===== config.mk =====
export PLATFORM = sky130hd
export DESIGN_NAME = pctq_ctrl
export DESIGN_NICKNAME = d
export VERILOG_FILES = /design/src/rtl/core/pctq_pkg.sv /design/src/rtl/core/pctq_ctrl.sv
export VERILOG_INCLUDE_DIRS = /design/src /design/src/rtl/core
export SDC_FILE = /design/constraint.sdc
export NUM_CORES = 1
export LEC_CHECK = 0
export BUFFER_PORTS_ARGS = -buffer_cell sky130_fd_sc_hd__buf_2
export CORE_MARGIN = 4
export CORE_UTILIZATION = 41
export DETAILED_ROUTE_END_ITERATION = 8
export PLACE_DENSITY = 0.75
export SYNTH_ARGS = -nofsm -noshare
export SYNTH_HDL_FRONTEND = slang
export SYNTH_SLANG_ARGS = --single-unit

===== constraint.sdc =====
create_clock -name clk -period 1.3 [get_ports clk]
set_input_delay 0.195 -clock clk [delete_from_list [all_inputs] [get_ports clk]]
set_output_delay 0.195 -clock clk [all_outputs]
set_load 0.1 [all_outputs]

===== src/rtl/core/assert_macros.svh =====
// Assertion macros shared by the command queue RTL.
// Included by every module that carries concurrent assertions.
`ifndef ASSERT_MACROS_SVH
`define ASSERT_MACROS_SVH

// The expression must never be true while out of reset.
`define PCTQ_ASSERT_NEVER(lbl, clk, rst_n, expr, msg) \
  lbl: assert property (@(posedge clk) disable iff (!rst_n) !(expr)) else $error(msg);

// Whenever the antecedent holds, the consequent holds in the same cycle.
`define PCTQ_ASSERT_IMP(lbl, clk, rst_n, ante, cons, msg) \
  lbl: assert property (@(posedge clk) disable iff (!rst_n) (ante) |-> (cons)) else $error(msg);

// Whenever the antecedent holds, the consequent holds in the next cycle.
`define PCTQ_ASSERT_NEXT(lbl, clk, rst_n, ante, cons, msg) \
  lbl: assert property (@(posedge clk) disable iff (!rst_n) (ante) |=> (cons)) else $error(msg);

`endif


===== src/rtl/core/pctq_pkg.sv =====
// Package of the per-target coalescing command queue.
// Holds the channel structs, codes, state enum and controller/datapath links.
`timescale 1ns / 1ps

package pctq_pkg;

  localparam int MAX_TARGETS_DEF  = 8;
  localparam int QUEUE_DEPTH_DEF  = 8;
  localparam int KEY_BITS_DEF     = 64;
  localparam int PAYLOAD_BITS_DEF = 64;

  localparam logic [3:0] CFG_A_RST = 4'd1;
  localparam logic [3:0] CFG_B_RST = 4'd2;

  localparam logic CFG_IDX_A = 1'b0;
  localparam logic CFG_IDX_B = 1'b1;

  localparam logic STATUS_OK   = 1'b0;
  localparam logic STATUS_FAIL = 1'b1;

  typedef struct packed {
    logic [2:0]  action;
    logic [63:0] target_key;
    logic [3:0]  cmd_type;
    logic [63:0] payload;
    logic [31:0] life_ms;
    logic [47:0] now_ms;
  } in_item_t;

  typedef struct packed {
    logic        status;
    logic [3:0]  out_type;
    logic [63:0] out_payload;
    logic [31:0] out_timeout;
    logic [47:0] out_enqueue_time;
    logic [3:0]  queue_count;
    logic [6:0]  dropped_count;
  } out_item_t;

  typedef enum logic [2:0] {
    ACT_PUSH   = 3'd0,
    ACT_POP    = 3'd1,
    ACT_PEEK   = 3'd2,
    ACT_DEPTH  = 3'd3,
    ACT_EXPIRE = 3'd4,
    ACT_RESET  = 3'd5
  } act_t;

  typedef enum logic [3:0] {
    ST_IDLE,
    ST_DISPATCH,
    ST_FIND,
    ST_RESOLVE,
    ST_ALLOC,
    ST_CO_RD,
    ST_CO_CHK,
    ST_APPEND,
    ST_HEAD_RD,
    ST_HEAD_OUT,
    ST_EXP_SLOT,
    ST_EXP_CHK
  } state_t;

  typedef enum logic [1:0] {
    ADDR_HEAD,
    ADDR_OFF,
    ADDR_TAIL
  } addr_sel_t;

  typedef enum logic [2:0] {
    SOP_NONE,
    SOP_ALLOC,
    SOP_INC,
    SOP_POP,
    SOP_FREE,
    SOP_CLEAR
  } slot_op_t;

  typedef enum logic [2:0] {
    RES_FAIL,
    RES_OK,
    RES_ENTRY,
    RES_COUNT,
    RES_DROP
  } res_sel_t;

  typedef struct packed {
    logic      load;
    logic      scan;
    logic      tgt_free;
    logic      tgt_inc;
    logic      off_inc;
    logic      ram_rd;
    logic      ram_wr;
    addr_sel_t addr_sel;
    slot_op_t  slot_op;
    logic      drop_inc;
    logic      fin;
    res_sel_t  res_sel;
  } dp_cmd_t;

  typedef struct packed {
    logic [2:0] act;
    logic       key_zero;
    logic       hit;
    logic       last;
    logic       found;
    logic       freef;
    logic       used;
    logic       cnt_zero;
    logic       cnt_full;
    logic       off_lt_cnt;
    logic       coal;
    logic       type_eq;
    logic       expired;
  } dp_sts_t;

endpackage


===== src/rtl/core/pctq_ctrl.sv =====
// Controller state machine of the command queue.
// Depends on pctq_pkg and assert_macros.svh; drives the datapath by commands.
`timescale 1ns / 1ps
`include "assert_macros.svh"

module pctq_ctrl (
  input  logic              clk,
  input  logic              rst_n,
  input  logic              start,
  output logic              busy,
  input  pctq_pkg::dp_sts_t sts,
  output pctq_pkg::dp_cmd_t cmd
);

  pctq_pkg::state_t state_r;
  pctq_pkg::state_t state_nxt;

  always_ff @(posedge clk) begin
    if (!rst_n) begin
      state_r <= pctq_pkg::ST_IDLE;
    end else begin
      state_r <= state_nxt;
    end
  end

  assign busy = (state_r != pctq_pkg::ST_IDLE);

  // Next state.
  always_comb begin
    state_nxt = state_r;
    case (state_r)
      pctq_pkg::ST_IDLE: begin
        if (start) state_nxt = pctq_pkg::ST_DISPATCH;
      end
      pctq_pkg::ST_DISPATCH: begin
        case (pctq_pkg::act_t'(sts.act))
          pctq_pkg::ACT_PUSH, pctq_pkg::ACT_POP, pctq_pkg::ACT_PEEK,
          pctq_pkg::ACT_DEPTH: begin
            state_nxt = sts.key_zero ? pctq_pkg::ST_IDLE : pctq_pkg::ST_FIND;
          end
          pctq_pkg::ACT_EXPIRE: state_nxt = pctq_pkg::ST_EXP_SLOT;
          default:              state_nxt = pctq_pkg::ST_IDLE;
        endcase
      end
      pctq_pkg::ST_FIND: begin
        if (sts.hit || sts.last) state_nxt = pctq_pkg::ST_RESOLVE;
      end
      pctq_pkg::ST_RESOLVE: begin
        state_nxt = pctq_pkg::ST_IDLE;
        case (pctq_pkg::act_t'(sts.act))
          pctq_pkg::ACT_PUSH: begin
            if (sts.found) begin
              state_nxt = sts.coal ? pctq_pkg::ST_CO_RD : pctq_pkg::ST_APPEND;
            end else if (sts.freef) begin
              state_nxt = pctq_pkg::ST_ALLOC;
            end
          end
          pctq_pkg::ACT_POP, pctq_pkg::ACT_PEEK: begin
            if (sts.found && !sts.cnt_zero) state_nxt = pctq_pkg::ST_HEAD_RD;
          end
          default: state_nxt = pctq_pkg::ST_IDLE;
        endcase
      end
      pctq_pkg::ST_ALLOC: begin
        state_nxt = sts.coal ? pctq_pkg::ST_CO_RD : pctq_pkg::ST_APPEND;
      end
      pctq_pkg::ST_CO_RD: begin
        state_nxt = sts.off_lt_cnt ? pctq_pkg::ST_CO_CHK : pctq_pkg::ST_APPEND;
      end
      pctq_pkg::ST_CO_CHK: begin
        state_nxt = sts.type_eq ? pctq_pkg::ST_IDLE : pctq_pkg::ST_CO_RD;
      end
      pctq_pkg::ST_APPEND:   state_nxt = pctq_pkg::ST_IDLE;
      pctq_pkg::ST_HEAD_RD:  state_nxt = pctq_pkg::ST_HEAD_OUT;
      pctq_pkg::ST_HEAD_OUT: state_nxt = pctq_pkg::ST_IDLE;
      pctq_pkg::ST_EXP_SLOT: begin
        if (sts.used && !sts.cnt_zero) begin
          state_nxt = pctq_pkg::ST_EXP_CHK;
        end else if (sts.last) begin
          state_nxt = pctq_pkg::ST_IDLE;
        end
      end
      pctq_pkg::ST_EXP_CHK: begin
        if (!sts.expired && sts.last) begin
          state_nxt = pctq_pkg::ST_IDLE;
        end else begin
          state_nxt = pctq_pkg::ST_EXP_SLOT;
        end
      end
      default: state_nxt = pctq_pkg::ST_IDLE;
    endcase
  end

  // Datapath commands.
  always_comb begin
    cmd = '0;
    case (state_r)
      pctq_pkg::ST_IDLE: begin
        cmd.load = start;
      end
      pctq_pkg::ST_DISPATCH: begin
        case (pctq_pkg::act_t'(sts.act))
          pctq_pkg::ACT_PUSH, pctq_pkg::ACT_POP, pctq_pkg::ACT_PEEK,
          pctq_pkg::ACT_DEPTH: begin
            if (sts.key_zero) begin
              cmd.fin     = 1'b1;
              cmd.res_sel = pctq_pkg::RES_FAIL;
            end
          end
          pctq_pkg::ACT_EXPIRE: ;
          pctq_pkg::ACT_RESET: begin
            cmd.slot_op = pctq_pkg::SOP_CLEAR;
            cmd.fin     = 1'b1;
            cmd.res_sel = pctq_pkg::RES_OK;
          end
          default: begin
            cmd.fin     = 1'b1;
            cmd.res_sel = pctq_pkg::RES_FAIL;
          end
        endcase
      end
      pctq_pkg::ST_FIND: begin
        cmd.scan = 1'b1;
      end
      pctq_pkg::ST_RESOLVE: begin
        cmd.res_sel = pctq_pkg::RES_FAIL;
        case (pctq_pkg::act_t'(sts.act))
          pctq_pkg::ACT_PUSH: begin
            if (sts.found) begin
              cmd.fin = 1'b0;
            end else if (sts.freef) begin
              cmd.tgt_free = 1'b1;
            end else begin
              cmd.fin = 1'b1;
            end
          end
          pctq_pkg::ACT_POP, pctq_pkg::ACT_PEEK: begin
            cmd.fin = !(sts.found && !sts.cnt_zero);
          end
          pctq_pkg::ACT_DEPTH: begin
            cmd.fin     = 1'b1;
            cmd.res_sel = sts.found ? pctq_pkg::RES_COUNT : pctq_pkg::RES_FAIL;
          end
          default: cmd.fin = 1'b1;
        endcase
      end
      pctq_pkg::ST_ALLOC: begin
        cmd.slot_op = pctq_pkg::SOP_ALLOC;
      end
      pctq_pkg::ST_CO_RD: begin
        cmd.addr_sel = pctq_pkg::ADDR_OFF;
        cmd.ram_rd   = sts.off_lt_cnt;
      end
      pctq_pkg::ST_CO_CHK: begin
        cmd.addr_sel = pctq_pkg::ADDR_OFF;
        if (sts.type_eq) begin
          cmd.ram_wr  = 1'b1;
          cmd.fin     = 1'b1;
          cmd.res_sel = pctq_pkg::RES_OK;
        end else begin
          cmd.off_inc = 1'b1;
        end
      end
      pctq_pkg::ST_APPEND: begin
        cmd.addr_sel = pctq_pkg::ADDR_TAIL;
        cmd.fin      = 1'b1;
        if (sts.cnt_full) begin
          cmd.res_sel = pctq_pkg::RES_FAIL;
        end else begin
          cmd.ram_wr  = 1'b1;
          cmd.slot_op = pctq_pkg::SOP_INC;
          cmd.res_sel = pctq_pkg::RES_OK;
        end
      end
      pctq_pkg::ST_HEAD_RD: begin
        cmd.addr_sel = pctq_pkg::ADDR_HEAD;
        cmd.ram_rd   = 1'b1;
      end
      pctq_pkg::ST_HEAD_OUT: begin
        cmd.fin     = 1'b1;
        cmd.res_sel = pctq_pkg::RES_ENTRY;
        if (pctq_pkg::act_t'(sts.act) == pctq_pkg::ACT_POP) begin
          cmd.slot_op = pctq_pkg::SOP_POP;
        end
      end
      pctq_pkg::ST_EXP_SLOT: begin
        cmd.addr_sel = pctq_pkg::ADDR_HEAD;
        cmd.res_sel  = pctq_pkg::RES_DROP;
        if (sts.used && !sts.cnt_zero) begin
          cmd.ram_rd = 1'b1;
        end else begin
          if (sts.used) cmd.slot_op = pctq_pkg::SOP_FREE;
          if (sts.last) cmd.fin = 1'b1;
          else          cmd.tgt_inc = 1'b1;
        end
      end
      pctq_pkg::ST_EXP_CHK: begin
        cmd.res_sel = pctq_pkg::RES_DROP;
        if (sts.expired) begin
          cmd.slot_op  = pctq_pkg::SOP_POP;
          cmd.drop_inc = 1'b1;
        end else if (sts.last) begin
          cmd.fin = 1'b1;
        end else begin
          cmd.tgt_inc = 1'b1;
        end
      end
      default: cmd = '0;
    endcase
  end

  `PCTQ_ASSERT_NEVER(a_rd_wr_excl, clk, rst_n, cmd.ram_rd && cmd.ram_wr, "RAM read and write together")
  `PCTQ_ASSERT_NEXT(a_fin_to_idle, clk, rst_n, cmd.fin, state_r == pctq_pkg::ST_IDLE, "no idle after finish")
  `PCTQ_ASSERT_IMP(a_load_idle, clk, rst_n, cmd.load, state_r == pctq_pkg::ST_IDLE, "load while busy")

endmodule


==> results of run 1 <==
cells in the mapped netlist (all sizes together), types with 2 or more instances:
master   instances
nand2           11
buf              9
nor2             8
nor3             7
a21oi            6
nand2b           6
dfxtp            4
nand3            4
a21o             3
and2             3
and2b            3
inv              3
nor3b            3
o211ai           3
o21a             3
a211o            2
a32oi            2
nor4             2
o2111ai          2
o21ai            2
o22ai            2
xnor2            2
cells by family after synthesis:
group / Yosys count / share of synthesized area [%]
AO/OA/AOI/OAI: 33 / 33.8
XOR/XNOR: 2 / 2.37
buffers and inverters: 12 / 10.5
flip-flops: 4 / 10.8
multiplexers: 1 / 1.35
AND/OR/NAND/NOR: 53 / 41.1
metrics by stage:
step           cells  setup WS [ns]  hold WS (ns)
3_5_place_dp     191         -0.328         0.493
3_3_place_gp     191         -0.190         0.458
2_1_floorplan    105         -0.732         0.312
==> metrics, run 1 <==
run status=stopped before the end; Fail Step=4_1_cts; error msg=[ERROR DPL-0038] Utilization greater than 100%, impossible to legalize; number of synthesized flops with an enable pin=0; number of synthesized register bits=4; half-perimeter wire length of the detailed placement result=3440 um; distinct cell type count after synthesis=44; fraction of synthesized cell area taken by the top area cell type=10.8%; combined area of all synthesized cells=739 um2; area of placed instances=1620 um2; RePlAce Congestion=0.931; initial standard-cell utilization of the core=42.8%; number of H-tree branching levels=1; number of warnings reported in the yosys synthesis log=0; Gate Count Post-Synth=105; fraction of registers with async set/reset=0%; leading post-synthesis cells by cell area=sky130_fd_sc_hd__dfxtp_1, sky130_fd_sc_hd__nand2_1, sky130_fd_sc_hd__nand2b_1; die outline width=50.5 um; number of top-level design ports=36; CTS buffer count=3; postcts setup bufs=10; synthesized area per cell=7.04 um2; net count after synthesis=123; Root Buffer Master=sky130_fd_sc_hd__clkbuf_4; Post-CTS Hold Fix Bufs=0; part of the Yosys area used for sequential elements=10.8%; buffers from clock root to sink, at most=2; cell accounting for the most synthesized area=sky130_fd_sc_hd__dfxtp_1; floorplan die height=50.5 um; primary flip-flop cell chosen by synthesis mapping=sky130_fd_sc_hd__dfxtp_1; site row count=15; Port-buffer cells=35; number of gates given a new drive strength after cts=39; TritonCTS Sinks=4
==> run 2, diff against run 1 <==
CORE_AREA = 4 4 65 67   (was unset)
CORE_MARGIN = unset   (was 4)
CORE_UTILIZATION = unset   (was 41)
DIE_AREA = 0 0 69 71   (was unset)
PLACE_DENSITY = unset   (was 0.75)
PLACE_DENSITY_LB_ADDON = 0.15   (was unset)
clock period = 1.7 ns   (was 1.3 ns; I/O delays follow)
==> run 2 against run 1 <==
Effect of this change:
- the flow now finishes, with violations (setup timing)
- area after synthesis unchanged
- synthesized cell count unchanged
==> metrics, run 2 <==
slew margin rel.=78.7%; Remaining Overflow, GRT=0; part of the Yosys area used for sequential elements=10.8% (unchanged); VDD IR max=0.000363 V; sequential fraction of design power=14.9%; synthesized area per cell=7.04 um2 (unchanged); core area=3630 um2; arrival time of the worst setup path=1.50 ns; fraction of synthesized cell area taken by the top area cell type=10.8% (unchanged); fraction of final layout cells sized beyond drive strength 1=60.0%; TritonCTS Sinks=4 (unchanged); registers with the most flip-flops=state_r (4); setup slack of the critical path after layout=-0.0524 ns; number of warnings reported in the yosys synthesis log=0 (unchanged); Port-buffer cells=35 (unchanged); top layer used by detailed routing=met4; drt via density=5.00; most used standard cell by instance count after synthesis=sky130_fd_sc_hd__nand2_1; Peak Freq=0.571 GHz; Pwr Density=460 nW/um2; met3 WL post-DR=135 um; area of placed instances=1410 um2 (-13%); hold violation total from the final report=0; site row count=22 (+7); All-Layer GR Usage=12.4%; half-perimeter wire length of the detailed placement result=2420 um (-30%); number of remaining DRC errors=0; Switching Share=43.7%; first-pass GRT wire length=5080 um; CTS tree=yes; number of vias after detailed routing=990; leading post-synthesis cells by cell area=sky130_fd_sc_hd__dfxtp_1, sky130_fd_sc_hd__nand2_1, sky130_fd_sc_hd__nand2b_1; Critical Path Sink Type=output port; share of the clock period used by the worst path after layout=103%; number of synthesized register bits=4 (unchanged); peak fanout along the critical path=5; total power draw=0.721 mW; detail-routed net length per standard cell=15.3 um; final setup skew=0.00105 ns; initial standard-cell utilization of the core=20.4% (-22 points); net count after synthesis=123 (unchanged); detailed route wirelength on metal2=1440 um; final WL=3030 um; kind of start point of the critical path=flip-flop; diode count=0; total setup violations reported at the end of the flow=8; LEAKAGE=0.606 nW; Gate Count Post-Synth=105 (unchanged); vias in the first global route=987; max-cap viol count=0; buffers from clock root to sink, at most=2 (unchanged); slew at the pin with the worst max-slew slack=0.319 ns; Root Buffer Master=sky130_fd_sc_hd__clkbuf_8; fraction of registers with async set/reset=0% (unchanged); floorplan die height=71 um (+41%); most common cell after layout, fill and taps aside=sky130_fd_sc_hd__buf_12; combined area of all synthesized cells=739 um2 (unchanged); floorplan die area=4900 um2; NumNets Final=170; number of top-level design ports=36 (unchanged); cell accounting for the most synthesized area=sky130_fd_sc_hd__dfxtp_1; distinct cell type count after synthesis=44 (unchanged); CTS buffer count=3 (unchanged); post-route met1 wirelength=1410 um; area added between synthesis and finish=112%; switching pwr=0.316 mW; number of synthesized flops with an enable pin=0 (unchanged); run status=finished, violations left; number of DRC markers after the initial detailed-route iteration=22; DP Worst Slack=0.0585 ns (+0.387 ns); Top reg by flops=state_r; post-route antenna net violation count=0; top library cells by usage in the layout, fill and taps aside=sky130_fd_sc_hd__buf_12, sky130_fd_sc_hd__buf_2, sky130_fd_sc_hd__buf_4; Post-CTS Hold Fix Bufs=0 (unchanged); clock transition at the register clock pins on the worst setup and hold paths after CTS=0.03 ns; post-route cell area=1570 um2; RePlAce Congestion=0.844 (-9.4%); Comb power frac=57.9%; violations in the final reports=setup timing; length of the first detailed-routing pass in iterations=4; final critical delay including setup and external delays=1.75 ns; primary flip-flop cell chosen by synthesis mapping=sky130_fd_sc_hd__dfxtp_1; clock power share=27.2%; number of antenna violations at the first check in global routing=0; pin count of the biggest net entering global routing=20; data required time at the worst endpoint=1.44 ns; die outline width=69 um (+37%); path type of the worst setup path=reg -> out; Pint=0.406 mW; Finished Layout Cells=198; placed instance count=188 (-1.6%); number of flip-flops in the largest register=4; number of max-slew violations in the final report=0; path type of the worst min-delay path=in -> reg; clock latency on the worst-skew pair=0.22 ns; number of H-tree branching levels=1 (unchanged); unrepaired setup endpoints after global routing=true; commonest cells in the netlist=sky130_fd_sc_hd__nand2_1, sky130_fd_sc_hd__nor2_1, sky130_fd_sc_hd__a21oi_1, sky130_fd_sc_hd__nand2b_1, sky130_fd_sc_hd__nor3_1
run 2: cell counts after synthesis:
No cell type changed its count.
run 2: final timing paths:
path	slack [ns]	cells after the start	from	end
max	-0.05	5	state_r[3]$_SDFFE_PN0P_	cmd[7]
min	0.33	2	rst_n	state_r[3]$_SDFFE_PN0P_
max reg2reg	0.31	5	state_r[2]$_SDFFE_PN0P_	state_r[1]$_SDFFE_PN0P_
min reg2reg	0.76	3	state_r[3]$_SDFFE_PN0P_	state_r[0]$_SDFFE_PN0P_
run 2: layout make-up:
| type | instances | area (um2) |
|---|---|---|
| timing repair buffer | 51 | 589 |
| fill | 379 | 2060 |
| tap | 48 | 60.1 |
| sequential | 4 | 90.1 |
| multi-input combinational | 89 | 777 |
| clock buffer | 3 | 41.3 |
| inverter | 3 | 11.3 |
run 2: logic make-up (layout without fill, tap and decap cells):
kind of cell           count (synthesis)  count (layout)  share of synthesized area, %
flip-flops                             4               4                          10.8
XOR/XNOR                               2               2                          2.37
multiplexers                           1               1                          1.35
AND/OR/NAND/NOR                       53              53                          41.1
buffers and inverters                 12              57                          10.5
AO/OA/AOI/OAI                         33              33                          33.8
run 2: layer usage:
| metal | GRT usage, % | vias up |
|---|---|---|
| met1 | 16.7 | 466 |
| met3 | 2.27 | 6 |
| met2 | 20.3 | 31 |
| met4 | 2.82 | 0 |
| met5 | 0 | - |
| li1 | - | 487 |
run 2: power groups by stage:
| stage | Sequential (mW) | Combinational (mW) | Clock (mW) |
|---|---|---|---|
| 2_1_floorplan | 0.105 | 0.257 | 0 |
| 3_3_place_gp | 0.109 | 0.390 | 0 |
| 3_5_place_dp | 0.109 | 0.392 | 0 |
| 4_1_cts | 0.108 | 0.406 | 0.205 |
| 5_1_grt | 0.108 | 0.439 | 0.214 |
| 6_report | 0.108 | 0.417 | 0.196 |
run 2: worst max-delay path: stages, from the launching register on:
cell and delay [ns]:
sky130_fd_sc_hd__dfxtp_2 0.31, sky130_fd_sc_hd__and2b_2 0.27, sky130_fd_sc_hd__nand3_4 0.11, sky130_fd_sc_hd__nor3b_4 0.22
sky130_fd_sc_hd__a41o_1 0.18, sky130_fd_sc_hd__buf_12 0.19
run 2: what timing repair did:
action                     CTS  global route
pin swaps                    6             7
setup endpoints to repair    9             9
buffers inserted             4             3
resized for setup           13             4
run 2: through the flow:
stage,hold slack (ns),utilization (%),setup TNS [ns]
after floorplan,0.372,-,-1.59
after detailed placement,0.546,38.7,0
after CTS,0.321,41.9,-0.277
after global routing,0.329,43.2,-0.760
final,0.327,43.2,-0.218
after global placement,0.544,38.7,0
Power figures use the tool's default switching activity.
==> run 3, diff against run 2 <==
--- a/constraint.sdc
+++ b/constraint.sdc
@@ -3,2 +3,2 @@
 set_output_delay 0.255 -clock clk [all_outputs]
-set_load 0.1 [all_outputs]
+set_load 0.005 [all_outputs]
==> run 3 against run 2 <==
Effect of this change:
- the run still ends with setup timing left
- clock power about the same
- critical path depth unchanged
- die area is the same
- combinational power is 51% lower
- clock skew up 0.0044 ns
- via count decreased by 3.0%
- first-iteration DRC count up 77%
- register-to-register slack worse by 0.06 ns
- maximum frequency increased by 1.6%
- design area shrank 30%
- routed wire length down 7.6%
- largest cell class unchanged
==> metrics, run 3 (same netlist as run 2, synthesis figures left out) <==
run status=finished, violations left; violations in the final reports=setup timing; site row count=22 (unchanged); most common cell after layout, fill and taps aside=sky130_fd_sc_hd__buf_2; Critical Path Sink Type=output port; max-cap viol count=0 (unchanged); share of the clock period used by the worst path after layout=101% (-1.6 points); fraction of the core area covered by cells at the end of the flow=30.3% (-13 points); CTS tree=yes; Top reg by flops=state_r; area of placed instances=976 um2 (-31%); clock latency on the worst-skew pair=0.22 ns (about the same); final setup skew=0.00549 ns (+0.00444 ns); Port-buffer cells=35 (unchanged); post-route antenna net violation count=0 (unchanged); area added between synthesis and finish=48.7%; fraction of final layout cells sized beyond drive strength 1=44.5% (-15 points); detail-routed net length per standard cell=14.4 um (-5.7%); hold violation total from the final report=0 (unchanged); total power draw=0.509 mW (-29%); number of vias after detailed routing=960 (-3.0%); number of flip-flops in the largest register=4 (unchanged); RePlAce Congestion=0.792 (-6.1%); Pwr Density=463 nW/um2 (+0.64%); pin count of the biggest net entering global routing=19 (-5.0%); initial standard-cell utilization of the core=20.4% (unchanged); die outline width=69 um (unchanged); post-route cell area=1100 um2 (-30%); setup slack of the critical path after layout=-0.0246 ns (+0.0278 ns); Hold Path Cell Cnt=2 (unchanged); path type of the worst min-delay path=in -> reg; drt via density=4.95 (-1.0%); Remaining Overflow, GRT=0 (unchanged); slew margin rel.=80.1% (+1.4 points); area taken by flip-flops and latches=87.6 um2 (-2.8%); TritonCTS Sinks=4 (unchanged); floorplan die height=71 um (unchanged); buffers from clock root to sink, at most=2 (unchanged); length of the first detailed-routing pass in iterations=4 (unchanged); vias in the first global route=965 (-2.2%); kind of start point of the critical path=flip-flop; final WL=2800 um (-7.6%); final critical delay including setup and external delays=1.72 ns (-0.0278 ns); number of H-tree branching levels=1 (unchanged); core area=3630 um2 (unchanged); registers with the most flip-flops=state_r (4); number of DRC markers after the initial detailed-route iteration=39 (+77%); data required time at the worst endpoint=1.44 ns (about the same); diode count=0 (unchanged); Root Buffer Master=sky130_fd_sc_hd__clkbuf_8; arrival time of the worst setup path=1.47 ns (-0.03 ns); CTS buffer count=3 (unchanged); half-perimeter wire length of the detailed placement result=2250 um (-7.0%); Post-CTS Hold Fix Bufs=0 (unchanged); floorplan die area=4900 um2 (unchanged); area occupied by multi-input gates=623 um2 (-20%); total setup violations reported at the end of the flow=1 (-7); top library cells by usage in the layout, fill and taps aside=sky130_fd_sc_hd__buf_2, sky130_fd_sc_hd__nand2_1, sky130_fd_sc_hd__buf_4; All-Layer GR Usage=11.0% (-1.3 points); Peak Freq=0.580 GHz (+1.6%); LEAKAGE=0.494 nW (-19%); peak fanout along the critical path=8 (+3); first-pass GRT wire length=4550 um (-10%); unrepaired setup endpoints after global routing=true; number of top-level design ports=36 (unchanged); VDD IR max=0.000192 V (-47%); path type of the worst setup path=reg -> out; number of fill cells=429 (+13%); NumNets Final=166 (-2.4%); number of antenna violations at the first check in global routing=0 (unchanged); count of cells along the worst register-to-register path=6 (+1); clock transition at the register clock pins on the worst setup and hold paths after CTS=0.03 ns (about the same); slew at the pin with the worst max-slew slack=0.296 ns (-0.0235 ns); number of max-slew violations in the final report=0 (unchanged); number of remaining DRC errors=0 (unchanged)
[run 3: cell types whose count changed in the layout (fill, tap and decap cells not counted), moves of 3 or more]
| cell | previous run | this run |
|---|---|---|
| sky130_fd_sc_hd__nand2b_1 | 3 | 6 |
| sky130_fd_sc_hd__buf_4 | 12 | 9 |
| sky130_fd_sc_hd__nor3_4 | 3 | 0 |
| sky130_fd_sc_hd__buf_2 | 17 | 35 |
| sky130_fd_sc_hd__buf_12 | 19 | 0 |
[run 3: per-layer routing]
layer / GRT usage (%) / up-vias / part of all wire (%)
met3: 2.13 / 4 / 5.3
met2: 18.5 / 33 / 48
li1: - / 477 / -
met5: 0 / - / 0
met1: 14.1 / 446 / 45
met4: 3.69 / 0 / 1.5
[run 3: worst paths after layout]
path                           start                       to  slack (ns)
min reg2reg  state_r[3]$_SDFFE_PN0P_  state_r[1]$_SDFFE_PN0P_        0.68
min                            rst_n  state_r[1]$_SDFFE_PN0P_        0.31
max          state_r[1]$_SDFFE_PN0P_                   cmd[6]       -0.02
max reg2reg  state_r[2]$_SDFFE_PN0P_  state_r[1]$_SDFFE_PN0P_        0.25
[run 3: where the power goes]
part | switching, mW | internal, mW | leakage, nW
Clock | 0.0477 | 0.151 | 0.0216
Combinational | 0.116 | 0.0891 | 0.438
Sequential | 0.00726 | 0.0983 | 0.0342
[run 3: worst max-delay path, stage by stage, from the launching register on]
cell	delay (ns)
sky130_fd_sc_hd__dfxtp_4	0.37
sky130_fd_sc_hd__nor4b_2	0.29
sky130_fd_sc_hd__a21oi_1	0.11
sky130_fd_sc_hd__nor3b_1	0.23
sky130_fd_sc_hd__o21a_1	0.16
sky130_fd_sc_hd__buf_2	0.10
[run 3: cell type report]
type,instances,share of cell area (%)
Multi-Input combinational cell,89,56.7
Timing Repair Buffer,47,25.1
Sequential cell,4,7.96
Tap cell,48,5.46
Clock buffer,3,3.75
Inverter,3,1.02
[run 3: stage by stage]
step                      instances   TNS (ns)  setup WS, ns  hold slack (ns)
after detailed placement        188          0        0.0638            0.527
final                           194    -0.0246       -0.0246            0.308
after floorplan                 105          0         0.315            0.372
after global routing            194     -0.240       -0.0542            0.307
after global placement          188  -0.000965     -0.000965            0.534
after CTS                       191          0      0.000638            0.303
[run 3: what timing repair did]
item                       in CTS  in global routing
pin swaps                       1                  7
buffers inserted                0                  3
setup endpoints to repair       8                  8
gates resized for setup         7                 10
